[config.mk]
export PLATFORM = sky130hd
export DESIGN_NAME = binary_to_radix_digits_unit
export DESIGN_NICKNAME = d
export VERILOG_FILES = /design/src/rtl/b2rd_pkg.sv /design/src/rtl/binary_to_radix_digits_unit.sv /design/src/rtl/b2rd_queue.sv /design/src/rtl/b2rd_front.sv /design/src/rtl/b2rd_divider.sv /design/src/rtl/b2rd_emitter.sv
export SDC_FILE = /design/constraint.sdc
export NUM_CORES = 2
export LEC_CHECK = 0
export ABC_CLOCK_PERIOD_IN_PS = 12450
export BUFFER_PORTS_ARGS = -buffer_cell sky130_fd_sc_hd__buf_2
export CORE_MARGIN = 3
export CORE_UTILIZATION = 45
export CTS_CLUSTER_DIAMETER = 50
export DETAILED_ROUTE_END_ITERATION = 8
export SYNTH_ARGS = -nofsm -noshare
export SYNTH_HDL_FRONTEND = slang
export SYNTH_SLANG_ARGS = --single-unit
export TNS_END_PERCENT = 100
[constraint.sdc]
create_clock -name clk -period 12.45 [get_ports clk]
set_input_delay 2.49 -clock clk [delete_from_list [all_inputs] [get_ports clk]]
set_output_delay 2.49 -clock clk [all_outputs]
set_load 0.005 [all_outputs]
[src/rtl/b2rd_pkg.sv]
// ----------------------------------------------------------------------------
// b2rd_pkg - shared types and constants of the radix digit converter
// Register codes, field widths, the job and result control records, and the
// reciprocal table used by the digit divider.
// ----------------------------------------------------------------------------
`default_nettype none

package b2rd_pkg;

	localparam int VALUE_W     = 32;
	localparam int BASE_W      = 5;
	localparam int COUNT_W     = 4;
	localparam int DIGIT_W     = 4;
	localparam int SHIFT_W     = 3;
	localparam int CFG_IDX_W   = 2;
	localparam int CFG_DATA_W  = 5;
	localparam int QUEUE_DEPTH = 2;

	localparam int MAX_DIGITS_DEF = 10;
	// position and digit_count are four bits wide, so no more than this
	localparam int COUNT_LIMIT    = 15;

	localparam logic [CFG_IDX_W-1:0] REG_NUMERIC_BASE = 2'd0;
	localparam logic [CFG_IDX_W-1:0] REG_DIGIT_COUNT  = 2'd1;

	localparam logic [BASE_W-1:0]  BASE_RESET  = 5'd10;
	localparam logic [COUNT_W-1:0] COUNT_RESET = 4'd10;
	localparam logic [BASE_W-1:0]  BASE_MIN    = 5'd2;
	localparam logic [BASE_W-1:0]  BASE_MAX    = 5'd16;

	// One queued conversion: value plus everything the divider needs.
	typedef struct packed {
		logic [VALUE_W-1:0] value;
		logic [VALUE_W-1:0] mlo;
		logic [SHIFT_W-1:0] shift;
		logic [BASE_W-1:0]  base;
		logic [COUNT_W-1:0] count;
	} job_t;

	// Handshake from divider to emitter.
	typedef struct packed {
		logic               valid;
		logic [COUNT_W-1:0] count;
		logic               ovf;
	} res_ctl_t;

	typedef struct packed {
		logic [VALUE_W-1:0] mlo;
		logic [SHIFT_W-1:0] shift;
	} recip_t;

	// Quotient n / b = (n * (2^32 + mlo)) >> (32 + shift), exact for any
	// 32-bit n. mlo is the low word of floor(2^(32+l)/b) + 1, l = ceil(log2 b).
	function automatic recip_t recip(input logic [BASE_W-1:0] b);
		recip_t r;
		unique case (b)
			5'd2:    r = '{mlo: 32'h0000_0001, shift: 3'd1};
			5'd3:    r = '{mlo: 32'h5555_5556, shift: 3'd2};
			5'd4:    r = '{mlo: 32'h0000_0001, shift: 3'd2};
			5'd5:    r = '{mlo: 32'h9999_999A, shift: 3'd3};
			5'd6:    r = '{mlo: 32'h5555_5556, shift: 3'd3};
			5'd7:    r = '{mlo: 32'h2492_4925, shift: 3'd3};
			5'd8:    r = '{mlo: 32'h0000_0001, shift: 3'd3};
			5'd9:    r = '{mlo: 32'hC71C_71C8, shift: 3'd4};
			5'd10:   r = '{mlo: 32'h9999_999A, shift: 3'd4};
			5'd11:   r = '{mlo: 32'h745D_1746, shift: 3'd4};
			5'd12:   r = '{mlo: 32'h5555_5556, shift: 3'd4};
			5'd13:   r = '{mlo: 32'h3B13_B13C, shift: 3'd4};
			5'd14:   r = '{mlo: 32'h2492_4925, shift: 3'd4};
			5'd15:   r = '{mlo: 32'h1111_1112, shift: 3'd4};
			5'd16:   r = '{mlo: 32'h0000_0001, shift: 3'd4};
			default: r = '{mlo: 32'h0000_0001, shift: 3'd4};
		endcase
		return r;
	endfunction

endpackage

`default_nettype wire

[src/rtl/binary_to_radix_digits_unit.sv]
// ----------------------------------------------------------------------------
// binary_to_radix_digits_unit - binary value to radix digits converter
// Splits each 32-bit value into digit_count digits of base numeric_base,
// least significant first, with the top digit marked last and an overflow
// flag when the value does not fit.
// ----------------------------------------------------------------------------
//
//  channel   direction  handshake             payload
//  --------  ---------  --------------------  ---------------------------------
//  input     in         in_valid / in_stall   value
//  output    out        out_valid / out_stall digit, position, last, overflow
//  config    in         cfg_wr_en             cfg_index, cfg_data
//
//  Per value of N digits the divider loads a job, then for each digit does
//  a reciprocal multiply followed by a quotient/remainder fix-up. The
//  emitter shows N results, one a cycle unless stalled, overlapping the
//  next division.
//  Reset clears the queue, both sequencers and the registers (base 10,
//  ten digits). A stalled output holds; the queue keeps taking input until
//  it is full, and in_stall is simply queue full.
// ----------------------------------------------------------------------------
`default_nettype none

module binary_to_radix_digits_unit #(
	parameter int MAX_DIGITS = b2rd_pkg::MAX_DIGITS_DEF
) (
	input  wire logic                            clk,
	input  wire logic                            arst_n,
	input  wire logic                            cfg_wr_en,
	input  wire logic [b2rd_pkg::CFG_IDX_W-1:0]  cfg_index,
	input  wire logic [b2rd_pkg::CFG_DATA_W-1:0] cfg_data,
	input  wire logic                            in_valid,
	output logic                                 in_stall,
	input  wire logic [b2rd_pkg::VALUE_W-1:0]    value,
	output logic                                 out_valid,
	input  wire logic                            out_stall,
	output logic [b2rd_pkg::DIGIT_W-1:0]         digit,
	output logic [b2rd_pkg::COUNT_W-1:0]         position,
	output logic                                 last,
	output logic                                 overflow
);

	// digit buffers never need more than the 4-bit position can address
	localparam int DEPTH = (MAX_DIGITS < b2rd_pkg::COUNT_LIMIT) ?
		MAX_DIGITS : b2rd_pkg::COUNT_LIMIT;
	localparam int JOB_W = $bits(b2rd_pkg::job_t);

	logic                                    q_full;
	logic                                    q_empty;
	logic                                    q_push;
	logic                                    q_pop;
	b2rd_pkg::job_t                          push_job;
	b2rd_pkg::job_t                          pop_job;
	logic [JOB_W-1:0]                        pop_bits;
	b2rd_pkg::res_ctl_t                      res_ctl;
	logic [DEPTH-1:0][b2rd_pkg::DIGIT_W-1:0] res_digits;
	logic                                    res_take;

	assign in_stall = q_full;
	assign pop_job  = b2rd_pkg::job_t'(pop_bits);

	// front: registers, clamping, reciprocal lookup
	b2rd_front #(
		.MAX_DIGITS (MAX_DIGITS)
	) u_front (
		.clk       (clk),
		.arst_n    (arst_n),
		.cfg_wr_en (cfg_wr_en),
		.cfg_index (cfg_index),
		.cfg_data  (cfg_data),
		.in_valid  (in_valid),
		.value     (value),
		.q_full    (q_full),
		.q_push    (q_push),
		.q_job     (push_job)
	);

	// decouple acceptance from the multi-cycle division
	b2rd_queue #(
		.WIDTH (JOB_W),
		.DEPTH (b2rd_pkg::QUEUE_DEPTH)
	) u_queue (
		.clk       (clk),
		.arst_n    (arst_n),
		.push      (q_push),
		.push_data (push_job),
		.full      (q_full),
		.pop       (q_pop),
		.pop_data  (pop_bits),
		.empty     (q_empty)
	);

	// back: digit extraction
	b2rd_divider #(
		.MAX_DIGITS (MAX_DIGITS)
	) u_divider (
		.clk        (clk),
		.arst_n     (arst_n),
		.q_empty    (q_empty),
		.q_job      (pop_job),
		.q_pop      (q_pop),
		.res_ctl    (res_ctl),
		.res_digits (res_digits),
		.res_take   (res_take)
	);

	// back: result delivery, one transaction per digit
	b2rd_emitter #(
		.MAX_DIGITS (MAX_DIGITS)
	) u_emitter (
		.clk        (clk),
		.arst_n     (arst_n),
		.res_ctl    (res_ctl),
		.res_digits (res_digits),
		.res_take   (res_take),
		.out_valid  (out_valid),
		.out_stall  (out_stall),
		.digit      (digit),
		.position   (position),
		.last       (last),
		.overflow   (overflow)
	);

endmodule

`default_nettype wire

[src/rtl/b2rd_queue.sv]
// ----------------------------------------------------------------------------
// b2rd_queue - small job queue between front and back
// Circular buffer; full and empty come straight from the fill counter.
// ----------------------------------------------------------------------------
`default_nettype none

module b2rd_queue #(
	parameter int WIDTH = 8,
	parameter int DEPTH = b2rd_pkg::QUEUE_DEPTH
) (
	input  wire logic             clk,
	input  wire logic             arst_n,
	input  wire logic             push,
	input  wire logic [WIDTH-1:0] push_data,
	output logic                  full,
	input  wire logic             pop,
	output logic [WIDTH-1:0]      pop_data,
	output logic                  empty
);

	localparam int PTR_W = (DEPTH > 1) ? $clog2(DEPTH) : 1;
	localparam int CNT_W = $clog2(DEPTH + 1);

	logic [WIDTH-1:0] mem_q [DEPTH];
	logic [PTR_W-1:0] wr_ptr_q;
	logic [PTR_W-1:0] rd_ptr_q;
	logic [CNT_W-1:0] fill_q;

	assign full     = (fill_q == CNT_W'(DEPTH));
	assign empty    = (fill_q == '0);
	assign pop_data = mem_q[rd_ptr_q];

	function automatic logic [PTR_W-1:0] nxt(input logic [PTR_W-1:0] p);
		return (p == PTR_W'(DEPTH - 1)) ? '0 : p + 1'b1;
	endfunction

	always_ff @(posedge clk or negedge arst_n) begin
		if (!arst_n) begin
			wr_ptr_q <= '0;
			rd_ptr_q <= '0;
			fill_q   <= '0;
		end else begin
			if (push) wr_ptr_q <= nxt(wr_ptr_q);
			if (pop)  rd_ptr_q <= nxt(rd_ptr_q);
			if (push && !pop)      fill_q <= fill_q + 1'b1;
			else if (pop && !push) fill_q <= fill_q - 1'b1;
		end
	end

	always_ff @(posedge clk) begin
		if (push) mem_q[wr_ptr_q] <= push_data;
	end

endmodule

`default_nettype wire

[src/rtl/b2rd_front.sv]
// ----------------------------------------------------------------------------
// b2rd_front - configuration registers and input classification
// Holds the two registers, clamps base and count into range, looks up the
// reciprocal for the base and forms a job for the queue.
// ----------------------------------------------------------------------------
`default_nettype none

module b2rd_front #(
	parameter int MAX_DIGITS = b2rd_pkg::MAX_DIGITS_DEF
) (
	input  wire logic                            clk,
	input  wire logic                            arst_n,
	input  wire logic                            cfg_wr_en,
	input  wire logic [b2rd_pkg::CFG_IDX_W-1:0]  cfg_index,
	input  wire logic [b2rd_pkg::CFG_DATA_W-1:0] cfg_data,
	input  wire logic                            in_valid,
	input  wire logic [b2rd_pkg::VALUE_W-1:0]    value,
	input  wire logic                            q_full,
	output logic                                 q_push,
	output b2rd_pkg::job_t                       q_job
);

	localparam int DEPTH = (MAX_DIGITS < b2rd_pkg::COUNT_LIMIT) ?
		MAX_DIGITS : b2rd_pkg::COUNT_LIMIT;
	localparam logic [b2rd_pkg::COUNT_W-1:0] CNT_MAX = b2rd_pkg::COUNT_W'(DEPTH);

	logic [b2rd_pkg::BASE_W-1:0]  numeric_base_q;
	logic [b2rd_pkg::COUNT_W-1:0] digit_count_q;
	logic [b2rd_pkg::BASE_W-1:0]  eff_base;
	logic [b2rd_pkg::COUNT_W-1:0] eff_count;
	b2rd_pkg::recip_t             rc;

	always_ff @(posedge clk or negedge arst_n) begin
		if (!arst_n) begin
			numeric_base_q <= b2rd_pkg::BASE_RESET;
			digit_count_q  <= b2rd_pkg::COUNT_RESET;
		end else if (cfg_wr_en) begin
			unique case (cfg_index)
				b2rd_pkg::REG_NUMERIC_BASE: numeric_base_q <= cfg_data;
				b2rd_pkg::REG_DIGIT_COUNT:  digit_count_q  <= cfg_data[b2rd_pkg::COUNT_W-1:0];
				default: ;
			endcase
		end
	end

	always_comb begin
		if (numeric_base_q < b2rd_pkg::BASE_MIN)      eff_base = b2rd_pkg::BASE_MIN;
		else if (numeric_base_q > b2rd_pkg::BASE_MAX) eff_base = b2rd_pkg::BASE_MAX;
		else                                          eff_base = numeric_base_q;

		if (digit_count_q == '0)        eff_count = b2rd_pkg::COUNT_W'(1);
		else if (digit_count_q > CNT_MAX) eff_count = CNT_MAX;
		else                            eff_count = digit_count_q;

		rc = b2rd_pkg::recip(eff_base);
	end

	assign q_push      = in_valid && !q_full;
	assign q_job.value = value;
	assign q_job.mlo   = rc.mlo;
	assign q_job.shift = rc.shift;
	assign q_job.base  = eff_base;
	assign q_job.count = eff_count;

endmodule

`default_nettype wire

[src/rtl/b2rd_divider.sv]
// ----------------------------------------------------------------------------
// b2rd_divider - iterative digit extraction
// Per digit: multiply by the base reciprocal, then form quotient
// and remainder. Holds the finished digit set until the emitter takes it.
// ----------------------------------------------------------------------------
`default_nettype none

module b2rd_divider #(
	parameter int MAX_DIGITS = b2rd_pkg::MAX_DIGITS_DEF
) (
	input  wire logic                    clk,
	input  wire logic                    arst_n,
	input  wire logic                    q_empty,
	input  wire b2rd_pkg::job_t          q_job,
	output logic                         q_pop,
	output b2rd_pkg::res_ctl_t           res_ctl,
	output logic [((MAX_DIGITS < b2rd_pkg::COUNT_LIMIT) ? MAX_DIGITS :
		b2rd_pkg::COUNT_LIMIT)-1:0][b2rd_pkg::DIGIT_W-1:0] res_digits,
	input  wire logic                    res_take
);

	localparam int DEPTH = (MAX_DIGITS < b2rd_pkg::COUNT_LIMIT) ?
		MAX_DIGITS : b2rd_pkg::COUNT_LIMIT;
	localparam int IDX_W = (DEPTH > 1) ? $clog2(DEPTH) : 1;
	localparam int VW    = b2rd_pkg::VALUE_W;

	typedef enum logic [1:0] {ST_IDLE, ST_MUL, ST_FIX, ST_DONE} state_t;

	state_t                           state_q;
	logic [VW-1:0]                    rest_q;
	logic [VW-1:0]                    mlo_q;
	logic [b2rd_pkg::SHIFT_W-1:0]     shift_q;
	logic [b2rd_pkg::BASE_W-1:0]      base_q;
	logic [b2rd_pkg::COUNT_W-1:0]     count_q;
	logic [b2rd_pkg::COUNT_W-1:0]     k_q;
	logic                             ovf_q;
	logic [2*VW-1:0]                  prod_s1;
	logic [DEPTH-1:0][b2rd_pkg::DIGIT_W-1:0] digits_q;

	logic [VW:0]                      hi;
	logic [VW:0]                      quo;
	logic [8:0]                       qb;
	logic [b2rd_pkg::DIGIT_W-1:0]     rdig;
	logic                             start;

	// n + high word of n*mlo, then the base-dependent shift gives floor(n/b);
	// the remainder only needs the low nibble of q*b
	always_comb begin
		hi   = {1'b0, rest_q} + {1'b0, prod_s1[2*VW-1:VW]};
		quo  = hi >> shift_q;
		qb   = {5'b0, quo[3:0]} * {4'b0, base_q};
		rdig = rest_q[3:0] - qb[3:0];
	end

	assign start = !q_empty && ((state_q == ST_IDLE) || (state_q == ST_DONE && res_take));
	assign q_pop = start;

	assign res_ctl.valid = (state_q == ST_DONE);
	assign res_ctl.count = count_q;
	assign res_ctl.ovf   = ovf_q;
	assign res_digits    = digits_q;

	always_ff @(posedge clk or negedge arst_n) begin
		if (!arst_n) begin
			state_q  <= ST_IDLE;
			rest_q   <= '0;
			mlo_q    <= '0;
			shift_q  <= '0;
			base_q   <= '0;
			count_q  <= '0;
			k_q      <= '0;
			ovf_q    <= 1'b0;
			prod_s1  <= '0;
			digits_q <= '0;
		end else begin
			unique case (state_q) inside
				ST_IDLE, ST_DONE: begin
					if (start) begin
						rest_q  <= q_job.value;
						mlo_q   <= q_job.mlo;
						shift_q <= q_job.shift;
						base_q  <= q_job.base;
						count_q <= q_job.count;
						k_q     <= '0;
						state_q <= ST_MUL;
					end else if (state_q == ST_DONE && res_take) begin
						state_q <= ST_IDLE;
					end
				end
				ST_MUL: begin
					prod_s1 <= {{VW{1'b0}}, rest_q} * {{VW{1'b0}}, mlo_q};
					state_q <= ST_FIX;
				end
				ST_FIX: begin
					digits_q[k_q[IDX_W-1:0]] <= rdig;
					rest_q <= quo[VW-1:0];
					if (k_q == count_q - 1'b1) begin
						ovf_q   <= (quo != '0);
						state_q <= ST_DONE;
					end else begin
						k_q     <= k_q + 1'b1;
						state_q <= ST_MUL;
					end
				end
				default: state_q <= ST_IDLE;
			endcase
		end
	end

endmodule

`default_nettype wire

[src/rtl/b2rd_emitter.sv]
// ----------------------------------------------------------------------------
// b2rd_emitter - result output register
// Loads a finished digit set and shows one digit a cycle unless stalled, least
// significant first; the divider is free to work on the next value meanwhile.
// ----------------------------------------------------------------------------
`default_nettype none

module b2rd_emitter #(
	parameter int MAX_DIGITS = b2rd_pkg::MAX_DIGITS_DEF
) (
	input  wire logic                    clk,
	input  wire logic                    arst_n,
	input  wire b2rd_pkg::res_ctl_t      res_ctl,
	input  wire logic [((MAX_DIGITS < b2rd_pkg::COUNT_LIMIT) ? MAX_DIGITS :
		b2rd_pkg::COUNT_LIMIT)-1:0][b2rd_pkg::DIGIT_W-1:0] res_digits,
	output logic                         res_take,
	output logic                         out_valid,
	input  wire logic                    out_stall,
	output logic [b2rd_pkg::DIGIT_W-1:0] digit,
	output logic [b2rd_pkg::COUNT_W-1:0] position,
	output logic                         last,
	output logic                         overflow
);

	localparam int DEPTH = (MAX_DIGITS < b2rd_pkg::COUNT_LIMIT) ?
		MAX_DIGITS : b2rd_pkg::COUNT_LIMIT;

	logic                                    valid_q;
	logic [b2rd_pkg::COUNT_W-1:0]            pos_q;
	logic [b2rd_pkg::COUNT_W-1:0]            rem_q;
	logic                                    ovf_q;
	logic [DEPTH-1:0][b2rd_pkg::DIGIT_W-1:0] buf_q;
	logic                                    advance;

	assign advance  = valid_q && !out_stall;
	assign res_take = res_ctl.valid && (!valid_q || (advance && rem_q == '0));

	assign out_valid = valid_q;
	assign digit     = buf_q[0];
	assign position  = pos_q;
	assign last      = (rem_q == '0);
	assign overflow  = ovf_q;

	always_ff @(posedge clk or negedge arst_n) begin
		if (!arst_n) begin
			valid_q <= 1'b0;
			pos_q   <= '0;
			rem_q   <= '0;
		end else if (res_take) begin
			valid_q <= 1'b1;
			pos_q   <= '0;
			rem_q   <= res_ctl.count - 1'b1;
		end else if (advance) begin
			if (rem_q == '0) begin
				valid_q <= 1'b0;
			end else begin
				pos_q <= pos_q + 1'b1;
				rem_q <= rem_q - 1'b1;
			end
		end
	end

	always_ff @(posedge clk) begin
		if (res_take) begin
			buf_q <= res_digits;
			ovf_q <= res_ctl.ovf;
		end else if (advance) begin
			for (int i = 0; i < DEPTH - 1; i++) begin
				buf_q[i] <= buf_q[i+1];
			end
		end
	end

endmodule

`default_nettype wire

Yosys cells after proc, flatten, opt, wreduce, memory -nomap -nowiden. Memory sizes are Yosys's and may differ from the RTL's. Index checks and enable logic that the tools add are counted.

ROM bits: 1088. Memories: 2. Bits in writable memories: 152. Register bits after elaboration: 250. Input port bits: 44.

Memory list: (no name shown) (depth 32, width 34, read ports 1, clocked after Yosys merged registers in 0, write ports 0, RTL line b2rd_pkg.sv:56) `unique case (b)`; u_queue.mem_q (depth 2, width 76, read ports 1, clocked after Yosys merged registers in 0, write ports 1, RTL line b2rd_queue.sv:24) `logic [WIDTH-1:0] mem_q [DEPTH];`.

$add $sub $neg: 10. Magnitude comparators: 5. $mul: 2. Multiplexer cells: 33. Equality and inequality tests: 10. Reductions and logical operators: 36. Shift operators: 1.

Operators with widths (count): 36-bit two-way mux (2); 32-bit by 32-bit multiplier with 64-bit output (1); 32-bit one-hot mux with 2 select lines (1); 4-bit two-way mux (11); 40-bit bitwise mux (1); 32-bit by 32-bit adder with 33-bit output (1); 33-bit nonzero test (1); 33-bit by 3-bit >> shifter with 33-bit output (1); 32-bit two-way mux (1); 4-bit demux with 4-bit select (1); 2-bit AND reduction (7); 2-bit two-way mux (5); 5-bit two-way mux (2); 1-bit logical AND (9); 4-bit by 1-bit adder with 4-bit output, second input constant (2); 4-bit zero test (2); 4-bit one-hot mux with 2 select lines (1); 2-bit nonzero test (4); 4-bit by 1-bit subtractor with 4-bit output, second input constant (2); 1-bit two-way mux (7); 2-bit == test, second input constant (3); 1-bit zero test (6); 2-bit zero test (3); 2-bit one-hot mux with 3 select lines (1); 18 further kinds (22).

Depth between registers and ports, before layout.
Word-level depth: 11. Gate-level depth with buffers: 31. Gate-level depth less buffers: 30.

Hierarchy. From an unflattened synthesis, not the netlist that was laid out.

Cells, all modules: 5188. Area, all modules: 52087.5 um^2.

Modules (own cells, without submodules): b2rd_divider (cells each 4614, sequential area each 3853.7 um^2, area an instance 42449.5 um^2, times used 1); b2rd_queue (cells each 253, sequential area each 4664.5 um^2, area an instance 5806.8 um^2, times used 1); b2rd_emitter (cells each 144, sequential area each 1456.4 um^2, area an instance 2404.8 um^2, times used 1); b2rd_front (cells each 177, sequential area each 230.2 um^2, area an instance 1426.4 um^2, times used 1).

Worst setup path after synthesis. OpenSTA, ideal clock, no wires.

Kind: reg2reg. Start: register u_divider.mlo_q[30]. End: register u_divider.prod_s1[40]. Arrival time: 7.676 ns. Data required time: 12.325 ns. Setup slack: 4.650 ns. Path buffers: 2. Setup time: 0.125 ns. Stages on the path, launching flop included: 31. Path through: dfrtp_1 -> clkbuf_1 -> clkbuf_1 -> nand2_1 -> fa_1 -> inv_1 -> fa_1 -> fa_1 -> inv_1 -> fa_1 -> inv_1 -> fa_1 -> inv_1 -> fa_1 -> inv_1 -> fa_1 -> inv_1 -> fa_1 -> inv_1 -> ha_1 -> a21o_1 -> a21o_1 -> a221oi_1 -> inv_1 -> a311oi_1 -> o21bai_1 -> a21boi_0 -> o211ai_1 -> a21oi_1 -> xnor2_1 -> mux2_2.

Word-level cells in the longest chain between the ends: 1.

Ends and longest elaborated chain: from (decl) (RTL line b2rd_divider.sv:31) `logic [VW-1:0] mlo_q;`; from (signal assigned) (RTL line b2rd_divider.sv:80) `mlo_q <= q_job.mlo;`; 32-bit by 32-bit multiplier with 64-bit output (RTL line b2rd_divider.sv:91) `prod_s1 <= {{VW{1'b0}}, rest_q} * {{VW{1'b0}}, mlo_q};`; to (signal assigned) (RTL line b2rd_divider.sv:91); to (decl) (RTL line b2rd_divider.sv:37) `logic [2*VW-1:0] prod_s1;`.

Every way passes these cells. A chain may end at the register's enable or synchronous reset.

Final worst setup path.
Start: register u_divider.mlo_q[24]. End: register u_divider.prod_s1[57].

Same word-level chain as after synthesis.

==> impl_metrics.py <==
metrics = {
    "outcome": {
        "status": "completed",
    },
    "detailed_routing": {
        "via_per_inst": 5.34,
        "drt_drc_violations_left": 0,
        "routed_wl_um": 133000,
        "drt_iter0_markers": 2382,
        "wire_per_inst_um": 21.4,
        "num_vias": 33300,
        "firstDrtPassIters": 6,
        "ant_nets": 0,
    },
    "sta": {
        "whs_ns": 0.437,
        "fin_skew_ns": 0.0324,
        "setup_viol": 0,
        "final-hold-violation-count": 0,
        "tns_ns": 0,
        "timing.fmax_mhz": 95.0,
        "slew_violations": 0,
        "grt_setup_unrepaired": "no",
        "maxSlewHeadroom": 0.111,
        "period_share": 0.846,
        "period_needed_ns": 10.53,
        "worst_pin_slew_ns": 1.33,
    },
    "cts": {
        "path_clk_slew_ns": 0.07,
        "clk_latency_ns": 0.55,
        "cts_hold_buf": 0,
        "cts-root-buf": "clkbuf_16",
        "htree_levels": 2,
        "clock_path_buffers": 3,
        "cts_resized": 0,
        "numCtsBuffers": 35,
        "cts_tree": "done",
        "postCtsSetupBuffers": 0,
        "cts_sinks": 334,
    },
    "synth": {
        "yosysWarnings": 0,
        "synth_common_cells": "1072 x inv_1, 858 x fa_1, 621 x nand2_1, 348 x ha_1, 330 x and2_1",
        "ys_types": 88,
        "postSynthRegisterBits": 334,
        "synthesis.area_um2": 47500,
        "synthMostInstantiatedCell": "inv_1",
        "avgSynthCellArea_um2": 9.72,
        "synth-edff-count": 169,
        "ys_seq_area_frac": 0.194,
        "syn-num-nets": 6142,
        "yosysTopAreaCell": "fa_1",
        "ys.flop_type": "edfxtp_1",
        "yosys-top-cells-area": "fa_1 36%, edfxtp_1 11%, ha_1 9.2%",
        "synth.top_cell.area_share": 0.361,
        "async_flop_share": 0.494,
        "synth_cells": 4892,
    },
    "worst_setup_path": {
        "crit_fanout": 17,
        "r2r_slack_ns": 1.92,
        "critPathLaunchType": "flop",
        "crit_required_ns": 12.86,
        "cp-end-kind": "flop",
        "crit_arrival_ns": 10.94,
        "path_class": "reg -> reg",
    },
    "run": {
        "maxCapViolCount": 0,
    },
    "grt": {
        "grt_pass1_vias": 35600,
        "grt_pass1_wl_um": 210000,
        "track_usage": 0.252,
        "grt_overflow": 0,
        "antenna_found_initial": 1,
        "grt_max_degree": 95,
    },
    "placed_design": {
        "dp_hpwl_um": 105000,
        "gp_congestion": 0.939,
        "port_buffers": 55,
    },
    "floorplanning": {
        "ioPinCount": 56,
        "design.die.area_um2": 110000,
        "coreArea_um2": 104000,
        "die_w_um": 331,
        "die_h_um": 331,
        "fp-row-count": 118,
        "initial_core_util": 0.456,
    },
    "cells_and_area": {
        "nNetsFinal": 6068,
        "drive_above_1_share": 0.0547,
        "area_growth_pct": 5.95,
        "antennaDiodeCount": 0,
    },
    "hold_path": {
        "worstHoldPathType": "reg -> reg",
    },
}
-- layout make-up --
class / instances / area [µm²]
clock inverter: 17 / 256
timing repair buffer: 119 / 762
clock buffer: 45 / 933
fill: 9874 / 53900
tap: 1380 / 1730
sequential: 334 / 9220
multi-input combinational: 3254 / 33400
inverter: 1074 / 4030
-- cells by family after synthesis --
kind of cell / share of synthesized area
flip-flops: 0.194
multiplexers: 0.0299
AO/OA/AOI/OAI: 0.0742
adder cells (fa/ha/maj): 0.453
XOR/XNOR: 0.0151
AND/OR/NAND/NOR: 0.130
buffers and inverters: 0.104
-- cell usage in the layout, fill, tap and decap left out, types with 8 or more instances in the layout --
| master | synthesis | routed |
|---|---|---|
| inv_1 | 1072 | 1072 |
| clkbuf_16 | 0 | 35 |
| nor2b_1 | 29 | 29 |
| nand2_1 | 621 | 621 |
| o21a_1 | 20 | 20 |
| xor2_1 | 37 | 37 |
| mux2_2 | 46 | 46 |
| o31ai_1 | 10 | 10 |
| xnor2_1 | 45 | 45 |
| o21ai_0 | 125 | 124 |
| nand4_1 | 27 | 27 |
| o21bai_1 | 8 | 8 |
| nand3_1 | 37 | 37 |
| ha_1 | 348 | 347 |
| o211ai_1 | 20 | 20 |
| a21oi_1 | 141 | 140 |
| a211oi_1 | 42 | 42 |
| fa_1 | 858 | 858 |
| clkbuf_1 | 198 | 8 |
| a31oi_1 | 14 | 14 |
| edfxtp_1 | 169 | 169 |
| buf_2 | 9 | 54 |
| dfrtp_1 | 161 | 156 |
| mux4_2 | 9 | 9 |
| a21o_1 | 60 | 60 |
| nand2b_1 | 21 | 21 |
| and3_1 | 13 | 12 |
| buf_4 | 5 | 64 |
| o22ai_1 | 8 | 8 |
| mux2i_1 | 70 | 70 |
| nor2_1 | 143 | 141 |
| and2_1 | 330 | 330 |
| nor3_1 | 29 | 29 |
-- critical path: stages, from the launching register on --
cell and delay, ns:
dfrtp_1 1.09, buf_4 0.48, nand2_1 0.13, fa_1 0.59, inv_1 0.08, fa_1 0.49
fa_1 0.62, fa_1 0.49, fa_1 0.50, fa_1 0.42, fa_1 0.52, inv_1 0.05
fa_1 0.48, inv_1 0.05, ha_1 0.34, nand2_1 0.13, o21ai_0 0.71, a22oi_1 0.42
a311o_1 0.38, o22ai_1 0.78, a21boi_0 0.32, nor3_1 0.55, nor3_1 0.17, o21ai_0 0.22
xor2_1 0.09, mux2_2 0.26
-- flip-flops by register name (all words and copies together), names as in the netlist, 2 cells and up --
name / count
u_queue.mem_q: 128
u_divider.res_digits: 40
u_emitter.buf_q: 36
u_divider.prod_s1: 32
u_divider.rest_q: 32
u_divider.mlo_q: 21
u_front.numeric_base_q: 5
u_divider.base_q: 4
u_divider.count_q: 4
u_divider.k_q: 4
u_emitter.digit: 4
u_emitter.position: 4
u_emitter.rem_q: 4
u_front.digit_count_q: 4
u_divider.shift_q: 3
u_divider.state_q: 2
u_queue.fill_q: 2
-- metrics by stage --
| step | setup slack (ns) | std cells | cell area (µm²) | util |
|---|---|---|---|---|
| after CTS | 2.06 | 6223 | 50400 | 0.483 |
| after global placement | 2.11 | 6161 | 49200 | 0.472 |
| after floorplan | 4.65 | 4892 | 47500 | - |
| after detailed placement | 2.11 | 6161 | 49200 | 0.472 |
| after global routing | 1.61 | 6223 | 50400 | 0.483 |
| final | 1.92 | 6223 | 50400 | 0.483 |
-- worst paths after layout --
path,end,from,depth (start not counted)
worst max-delay path,u_divider.prod_s1[57],u_divider.mlo_q[24],25
worst min-delay path,u_emitter.overflow,u_divider.ovf_q,0
worst max register to register,u_divider.prod_s1[57],u_divider.mlo_q[24],25
worst min register to register,u_emitter.overflow,u_divider.ovf_q,0
max in group asynchronous,u_divider.prod_s1[63],arst_n,2
min in group asynchronous,u_divider.res_digits[30],arst_n,1
-- layer usage --
layer / vias to the layer above / share of wire / track usage
met5: - / 0 / 0
met4: 0 / 0.038 / 0.0807
met3: 240 / 0.073 / 0.0353
met2: 1187 / 0.46 / 0.405
met1: 16800 / 0.43 / 0.355
li1: 15000 / - / -
Power is left out: the tool's default activity adds up to more than one toggle a clock period on the data nets, which glitch-free logic cannot reach.
